**src/design/cartesian_to_spherical_core_assert.svh**
```systemverilog
// assertion macros for the cartesian to spherical core
// expects clk and rst_n in the scope of use
`ifndef CARTESIAN_TO_SPHERICAL_CORE_ASSERT_SVH
`define CARTESIAN_TO_SPHERICAL_CORE_ASSERT_SVH

// same-cycle implication
`define CTSP_ASSERT_IMPL(lbl, ante, cons, msg) \
  lbl: assert property (@(posedge clk) disable iff (!rst_n) (ante) |-> (cons)) else $error(msg);

// next-cycle implication
`define CTSP_ASSERT_NEXT(lbl, ante, cons, msg) \
  lbl: assert property (@(posedge clk) disable iff (!rst_n) (ante) |=> (cons)) else $error(msg);

`endif

```
**src/design/ctsp_pkg.sv**
```systemverilog
// shared constants, types and tables of the cartesian to spherical core
// no dependencies
`timescale 1ns / 1ps
`default_nettype none

package ctsp_pkg;

  localparam int CW          = 16;
  localparam int GB          = 8;
  localparam int DW          = CW + GB + 4;
  localparam int ANG_Q       = 20;
  localparam int AW          = 32;
  localparam int GAIN_W      = 20;
  localparam int AZW         = 15;
  localparam int DIST_W      = 16;
  localparam int IN_TDATA_W  = 48;
  localparam int OUT_TDATA_W = 48;
  localparam int SQ_LAT      = CW + 3;

  localparam int ANGLE_FRAC_BITS_DEF = 6;
  localparam int ITER_DEF            = 16;

  localparam logic [GAIN_W-1:0] INV_GAIN = GAIN_W'(636750);

  typedef logic signed [DW-1:0] data_t;
  typedef logic signed [AW-1:0] ang_t;
  typedef logic signed [CW-1:0] coord_t;

  localparam ang_t DEG90  = ang_t'(90)  <<< ANG_Q;
  localparam ang_t DEG180 = ang_t'(180) <<< ANG_Q;
  localparam ang_t DEG360 = ang_t'(360) <<< ANG_Q;

  function automatic ang_t atan_tab(input logic [4:0] idx);
    ang_t t;
    case (idx)
      5'd0:    t = ang_t'(47185920);
      5'd1:    t = ang_t'(27855475);
      5'd2:    t = ang_t'(14718068);
      5'd3:    t = ang_t'(7471121);
      5'd4:    t = ang_t'(3750058);
      5'd5:    t = ang_t'(1876857);
      5'd6:    t = ang_t'(938658);
      5'd7:    t = ang_t'(469357);
      5'd8:    t = ang_t'(234682);
      5'd9:    t = ang_t'(117342);
      5'd10:   t = ang_t'(58671);
      5'd11:   t = ang_t'(29335);
      5'd12:   t = ang_t'(14668);
      5'd13:   t = ang_t'(7334);
      5'd14:   t = ang_t'(3667);
      5'd15:   t = ang_t'(1833);
      5'd16:   t = ang_t'(917);
      5'd17:   t = ang_t'(458);
      5'd18:   t = ang_t'(229);
      5'd19:   t = ang_t'(115);
      5'd20:   t = ang_t'(57);
      5'd21:   t = ang_t'(29);
      5'd22:   t = ang_t'(14);
      5'd23:   t = ang_t'(7);
      5'd24:   t = ang_t'(4);
      5'd25:   t = ang_t'(2);
      5'd26:   t = ang_t'(1);
      default: t = '0;
    endcase
    return t;
  endfunction

  // fold one turn into [0, 360)
  function automatic ang_t fold_turn(input ang_t v);
    ang_t f;
    f = v;
    if (f < 0) f = f + DEG360;
    if (f >= DEG360) f = f - DEG360;
    if (f < 0) f = '0;
    return f;
  endfunction

endpackage

`default_nettype wire

```
**src/design/ctsp_sqrt.sv**
```systemverilog
// pipelined rounded integer square root of x*x + y*y + z*z
// depends on ctsp_pkg
`timescale 1ns / 1ps
`default_nettype none

module ctsp_sqrt (
  input  wire                            clk,
  input  wire                            en,
  input  wire ctsp_pkg::coord_t          x_i,
  input  wire ctsp_pkg::coord_t          y_i,
  input  wire ctsp_pkg::coord_t          z_i,
  output logic [ctsp_pkg::DIST_W-1:0]    dist_o
);

  localparam int CW = ctsp_pkg::CW;
  localparam int RW = 2 * CW;
  localparam int MW = CW + 2;

  logic [RW-1:0] sx_r, sy_r, sz_r;
  logic [RW-1:0] rad_r  [CW+1];
  logic [MW-1:0] rem_r  [CW+1];
  logic [CW-1:0] root_r [CW+1];
  logic [ctsp_pkg::DIST_W-1:0] dist_r;

  logic signed [RW-1:0] px, py, pz;
  logic [CW:0]          rnd;

  assign px = RW'(x_i) * RW'(x_i);
  assign py = RW'(y_i) * RW'(y_i);
  assign pz = RW'(z_i) * RW'(z_i);

  always_ff @(posedge clk) begin
    if (en) begin
      sx_r      <= unsigned'(px);
      sy_r      <= unsigned'(py);
      sz_r      <= unsigned'(pz);
      rad_r[0]  <= sx_r + sy_r + sz_r;
      rem_r[0]  <= '0;
      root_r[0] <= '0;
    end
  end

  // one result bit per stage
  for (genvar k = 1; k <= CW; k++) begin : g_step
    logic [MW+1:0] t, trial;
    assign t     = {rem_r[k-1], rad_r[k-1][RW-1 -: 2]};
    assign trial = (MW+2)'({root_r[k-1], 2'b01});
    always_ff @(posedge clk) begin
      if (en) begin
        rad_r[k] <= rad_r[k-1] << 2;
        if (t >= trial) begin
          rem_r[k]  <= MW'(t - trial);
          root_r[k] <= {root_r[k-1][CW-2:0], 1'b1};
        end else begin
          rem_r[k]  <= MW'(t);
          root_r[k] <= {root_r[k-1][CW-2:0], 1'b0};
        end
      end
    end
  end

  assign rnd = (rem_r[CW] > MW'(root_r[CW])) ? ((CW+1)'(root_r[CW]) + 1'b1)
                                             : (CW+1)'(root_r[CW]);

  always_ff @(posedge clk) begin
    if (en) begin
      dist_r <= rnd[ctsp_pkg::DIST_W-1:0];
    end
  end

  assign dist_o = dist_r;

endmodule

`default_nettype wire

```
**config.mk**
```make
export PLATFORM = sky130hd
export DESIGN_NAME = ctsp_sqrt
export DESIGN_NICKNAME = d
export VERILOG_FILES = /design/src/design/cartesian_to_spherical_core_assert.svh /design/src/design/ctsp_pkg.sv /design/src/design/ctsp_sqrt.sv
export SDC_FILE = /design/constraint.sdc
export NUM_CORES = 2
export LEC_CHECK = 0
export BUFFER_PORTS_ARGS = -buffer_cell sky130_fd_sc_hd__buf_2
export CAP_MARGIN = 15
export CORE_MARGIN = 1.5
export CORE_UTILIZATION = 65
export DETAILED_ROUTE_END_ITERATION = 8
export GPL_ROUTABILITY_DRIVEN = 0
export PLACE_DENSITY = 0.82
export SLEW_MARGIN = 20
export SYNTH_ARGS = -nofsm -noshare
export SYNTH_HDL_FRONTEND = slang
export SYNTH_SLANG_ARGS = --single-unit
export TNS_END_PERCENT = 30
```
**constraint.sdc**
```tcl
create_clock -name clk -period 9.5 [get_ports clk]
set_input_delay 1.9 -clock clk [delete_from_list [all_inputs] [get_ports clk]]
set_output_delay 1.9 -clock clk [all_outputs]
set_load 0.03 [all_outputs]
```
# Word level (Yosys, flattened, before mapping)
# Memories as Yosys holds them, arrays and structs flattened.
# Index checks and enable logic that the tools add are counted.
dict set report totals {
  latchBits 0
  romBits 0
  in_bits 50
  mem_bits_rw 1122
  out_inout_bits 16
  n_memories 3
  ff_bits 112
  wordCells 209
}
# name words width rd rd_ports_with_merged_regs write_ports line
set mem_list {}
lappend mem_list {rad_r 17 32 16 0 17 ctsp_sqrt.sv:20} ;# logic [RW-1:0] rad_r [CW+1];
lappend mem_list {rem_r 17 18 17 0 17 ctsp_sqrt.sv:21} ;# logic [MW-1:0] rem_r [CW+1];
lappend mem_list {root_r 17 16 17 0 17 ctsp_sqrt.sv:22} ;# logic [CW-1:0] root_r [CW+1];
dict set report op_classes {
  bitwise_logic 32
  order_cmp 17
  add_sub_neg 19
  reduce_logical 0
  mux 131
  n_div 0
  n_eq_ne 0
  shifts 0
  multipliers 3
}
# cell n
set op_table {}
lappend op_table {{greater-or-equal comparator 20 x 18 -> 1 bit} 16}
lappend op_table {{2-to-1 mux 18 bit} 16}
lappend op_table {{subtractor 18 bit} 16}
lappend op_table {{2-to-1 mux 16 bit} 17}
lappend op_table {{2-to-1 mux 1 bit} 98}
lappend op_table {{multiplier 16 x 16 -> 32 bit} 3}
lappend op_table {{adder 32 bit} 2}
lappend op_table {{OR 1 bit} 32}
lappend op_table {{greater-than comparator 18 x 16 -> 1 bit} 1}
lappend op_table {{adder 16 x 1 -> 16 bit (second input constant)} 1}

# Longest topological paths before layout
# An unclocked memory read counts as a cell.
dict set report depth {
  depth_word 6
  mapped_depth 26
  mapped_depth_nobuf 25
}

# Worst setup path before layout
# OpenSTA, ideal clock, no wires.
dict set report synth_timing {
  path_type {input to register}
  from {input x_i[15]}
  to {register sx_r[31] (data pin)}
  setup_slack_ns 1.528
  arrival_time_ns 7.712
  stages 23
  setup_ns 0.260
  path_cell_list {clkbuf_1 -> inv_1 -> clkbuf_1 -> nor2_1 -> fa_1 -> fa_1 -> fa_1 -> fa_1 -> fa_1 -> inv_1 -> fa_1 -> inv_1 -> ha_1 -> a21o_1 -> a21oi_1 -> nand2b_1 -> a211oi_1 -> o211ai_1 -> nand2_1 -> o211ai_1 -> a21o_1 -> a21oi_1 -> xnor2_1}
}
dict set report synth_via {
  elab_chain_cells 1
}
# item line
set synth_lines {}
lappend synth_lines {{start: declaration} ctsp_sqrt.sv:9} ;# input wire ctsp_pkg::coord_t x_i,
lappend synth_lines {{multiplier 16 x 16 -> 32 bit} ctsp_sqrt.sv:28} ;# assign px = RW'(x_i) * RW'(x_i);
lappend synth_lines {{net px[31]} ctsp_sqrt.sv:25} ;# logic signed [RW-1:0] px, py, pz;
lappend synth_lines {{end signal: assignment} ctsp_sqrt.sv:34} ;# sx_r <= unsigned'(px);
lappend synth_lines {{end: declaration} ctsp_sqrt.sv:19} ;# logic [RW-1:0] sx_r, sy_r, sz_r;
# The timed path passes the listed nets, and every way through them passes these cells.
# A chain may end at the register's enable or synchronous reset.

# Final worst setup path
# Same ends and word-level chain as after synthesis.

==> results by group <==
Run status
  – Status: finished with violations
  – Failing checks: DRC

Placement
  – DP HPWL: just under 100 mm
  – IO buf count: 65
  – Placement Cell Area: 65240 µm²
  – Placed cells: 6986

Die
  – Boundary Pins: 66
  – Chip Height: around 320 µm
  – Die area: 99820 µm²
  – Die Wd: between 300 and 400 µm
  – Initial Util: between 60 and 70%
  – # rows: roughly 110
  – Core box area: approximately 97000 µm²

Clocking
  – CTS-repair resized insts: 0
  – Hold buffer count at cts: 0
  – Reg clk slew, reported paths: around 0.070 ns
  – Root Driver: clkbuf_16
  – Worst-Skew Late Latency: 0.64 ns
  – TritonCTS Buffers: 80
  – Clk buf depth: 3
  – Htree depth: 3
  – Post-CTS Repair Setup Buffers: 0
  – Clock sinks: between 700 and 800
  – CTS tree: yes

Worst setup path
  – Critical path data required time: a little under 10 ns
  – Critical Setup Path Class: input pin to register
  – Most common cell on crit path: fa_1
  – Max Fanout on Critical Path: 19
  – Crit-path slowest cell: fa_1
  – Arrival @ worst endpoint: 8.43 ns
  – CP peak stage delay: roughly 0.88 ns
  – Crit path cell chain: buf_2 > inv_1 > nor2_1 > fa_1 > fa_1 > fa_1 > fa_1 > fa_1 > inv_1 > fa_1 > inv_1 > ha_1 > a21o_1 > a21oi_1 > nand2b_1 > a211oi_1 > o211ai_1 > nand2_1 > o211ai_1 > a21o_1 > a21oi_1 > xnor2_1
  – Critical path endpoint category: register
  – Reg2Reg Depth: 12
  – Startpoint Class: input pin

Logic synthesis
  – Synthesized area: 63660 µm²
  – Most common cell in the netlist: inv_1
  – Top cells by area, synth: edfxtp_1 37%, fa_1 23%, ha_1 9.3%
  – Synth async-reset ratio: 0%
  – Yosys reg bits: slightly below 800
  – Top-area cell type share of the netlist area: 36.98%
  – Commonest cells post-synth: 1245 x inv_1, 784 x edfxtp_1, 733 x fa_1
  – Yosys warns: 0
  – EDFF count, synth: roughly 780
  – Sequential-to-total area share from yosys stat: a little under two fifths
  – Synth Area per Inst: between 10 and 15 µm²
  – Synth area leader: edfxtp_1
  – Gate Count Post-Synth: 5750
  – Top_reg_cell synth: edfxtp_1
  – Count of different cell masters after synthesis: 93

Min path
  – Worst hold-check path type: register to register
  – Hold depth: 0

STA
  – Fin. max-slew vios: 0
  – Tmin final: between 8 and 9 ns
  – Skew final: between 0.02 and 0.025 ns
  – Final setup vio count: 0
  – Achievable frequency: ~120 MHz
  – Fin. Hold Viols: 0
  – Period utilization: 84.83%
  – Max-slew headroom: 29.80%
  – TNS Setup: 0 ns
  – RSZ-0062 raised after global routing: false
  – Hold WS: approximately 0.4 ns
  – Worst-margin pin slew: ~1.1 ns

Final layout
  – Share of layout cells above drive strength 1: under 10%
  – Reg area: between 20000 and 25000 µm²
  – Synthesis-to-layout area growth: 6.677%
  – Cell Count, Final, Fillers Out: between 7000 and 8000
  – Final net count: ~7000
  – Post-route cell area: 67910 µm²
  – Area of the multi-input gates: ~35000 µm²
  – Fill count: about 6500

GRT
  – Largest net degree at the start of global routing: 100
  – Vias in the first global route: ~43000
  – First-pass GRT wire length: ~210 mm
  – GR Util All Layers: approximately a quarter
  – Antenna violations before repair: 5
  – GR Overflow Total: 0

Detailed routing
  – Routed wire length: about 130 mm
  – DR vias: around 41000
  – Via density: between 5 and 6
  – DRC violations left: 4
  – Post-route ant nets: 0
  – Initial DRC count: between 2000 and 3000
  – Routed len/inst: roughly 18 µm
  – Initial DRT Pass Iterations: 9

Flow run
  – Max cap viols: 0
-- stage by stage --
step                utilization, %  setup slack, ns
floorplan                        -            1.528
global placement             67.35            1.109
detailed placement           67.36           0.9006
CTS                          70.10            1.556
global route                 70.11            1.046
finish                       70.11            1.441
-- final timing paths --
kind                                    from       endpoint  slack, ns
worst max-delay path                 x_i[15]       sx_r[31]       1.44
worst max register to register       sy_r[3]   rad_r[0][30]       5.20
worst min-delay path            rad_r[0][75]  rad_r[0][109]       0.40
worst min register to register  rad_r[0][75]  rad_r[0][109]       0.40
-- metal layers --
layer	share of wire, %	vias up	GRT usage [%]
li1	-	18790	-
met1	38	20070	31.79
met5	0	-	0
met2	52	1447	47.68
met4	5.4	0	13.04
met3	5.3	405	2.984
-- registers in the layout, indices dropped and copies added (netlist names) --
register  cells
sx_r         31
sy_r         31
rem_r       268
dist_o       16
root_r      136
sz_r         31
rad_r       272
-- layout make-up --
type,count,share of cell area (%)
tap,1276,2.351
multi-input combinational,3597,51.47
timing repair buffer,80,0.6652
antenna,4,0.01474
inverter,1248,6.898
sequential,785,34.70
clock inverter,51,0.8476
clock buffer,94,3.057
-- placed cells by master (no fill, tap or decap), types with 14 or more instances in the layout --
| master | instances |
|---|---|
| nor4_1 | 27 |
| nand2_1 | 400 |
| o21a_1 | 53 |
| or2_2 | 21 |
| nand3_1 | 67 |
| o21ai_0 | 139 |
| o21ai_1 | 14 |
| nor2b_1 | 36 |
| o21bai_1 | 25 |
| o31ai_1 | 29 |
| a31oi_1 | 18 |
| nor2_1 | 316 |
| inv_1 | 1245 |
| and3_1 | 24 |
| clkinv_2 | 15 |
| and2_1 | 128 |
| nand4_1 | 41 |
| nor3_1 | 94 |
| a21oi_1 | 192 |
| xnor2_1 | 239 |
| clkbuf_16 | 81 |
| buf_4 | 14 |
| ha_1 | 473 |
| a21o_1 | 73 |
| fa_1 | 733 |
| xor2_1 | 107 |
| a21boi_0 | 26 |
| nand2b_1 | 59 |
| or3_1 | 34 |
| a31o_2 | 18 |
| edfxtp_1 | 784 |
| buf_2 | 64 |
| clkinv_1 | 18 |
| mux2_2 | 41 |
-- worst max-delay path, delay by kind of cell --
family,cells,cell delay [ns]
AOI/OAI and AO/OA,7,1.30
adders and majority gates,7,3.82
xor gates and xnor gates,1,0.09
and+or+nand+nor,3,0.57
buffers and inverters,4,0.75
-- kinds of logic after synthesis --
group	after synthesis	share of synthesized area, %
AO/OA/AOI/OAI	681	6.870
buffers and inverters	1370	8.122
AND/OR/NAND/NOR	1312	10.03
adder cells (fa/ha/maj)	1206	32.35
multiplexers	49	0.8511
other	1	0.005891
XOR/XNOR	346	4.761
flip-flops	785	37.02
Power is left out: the tool's default activity adds up to more than one toggle a clock period on the data nets, which glitch-free logic cannot reach.
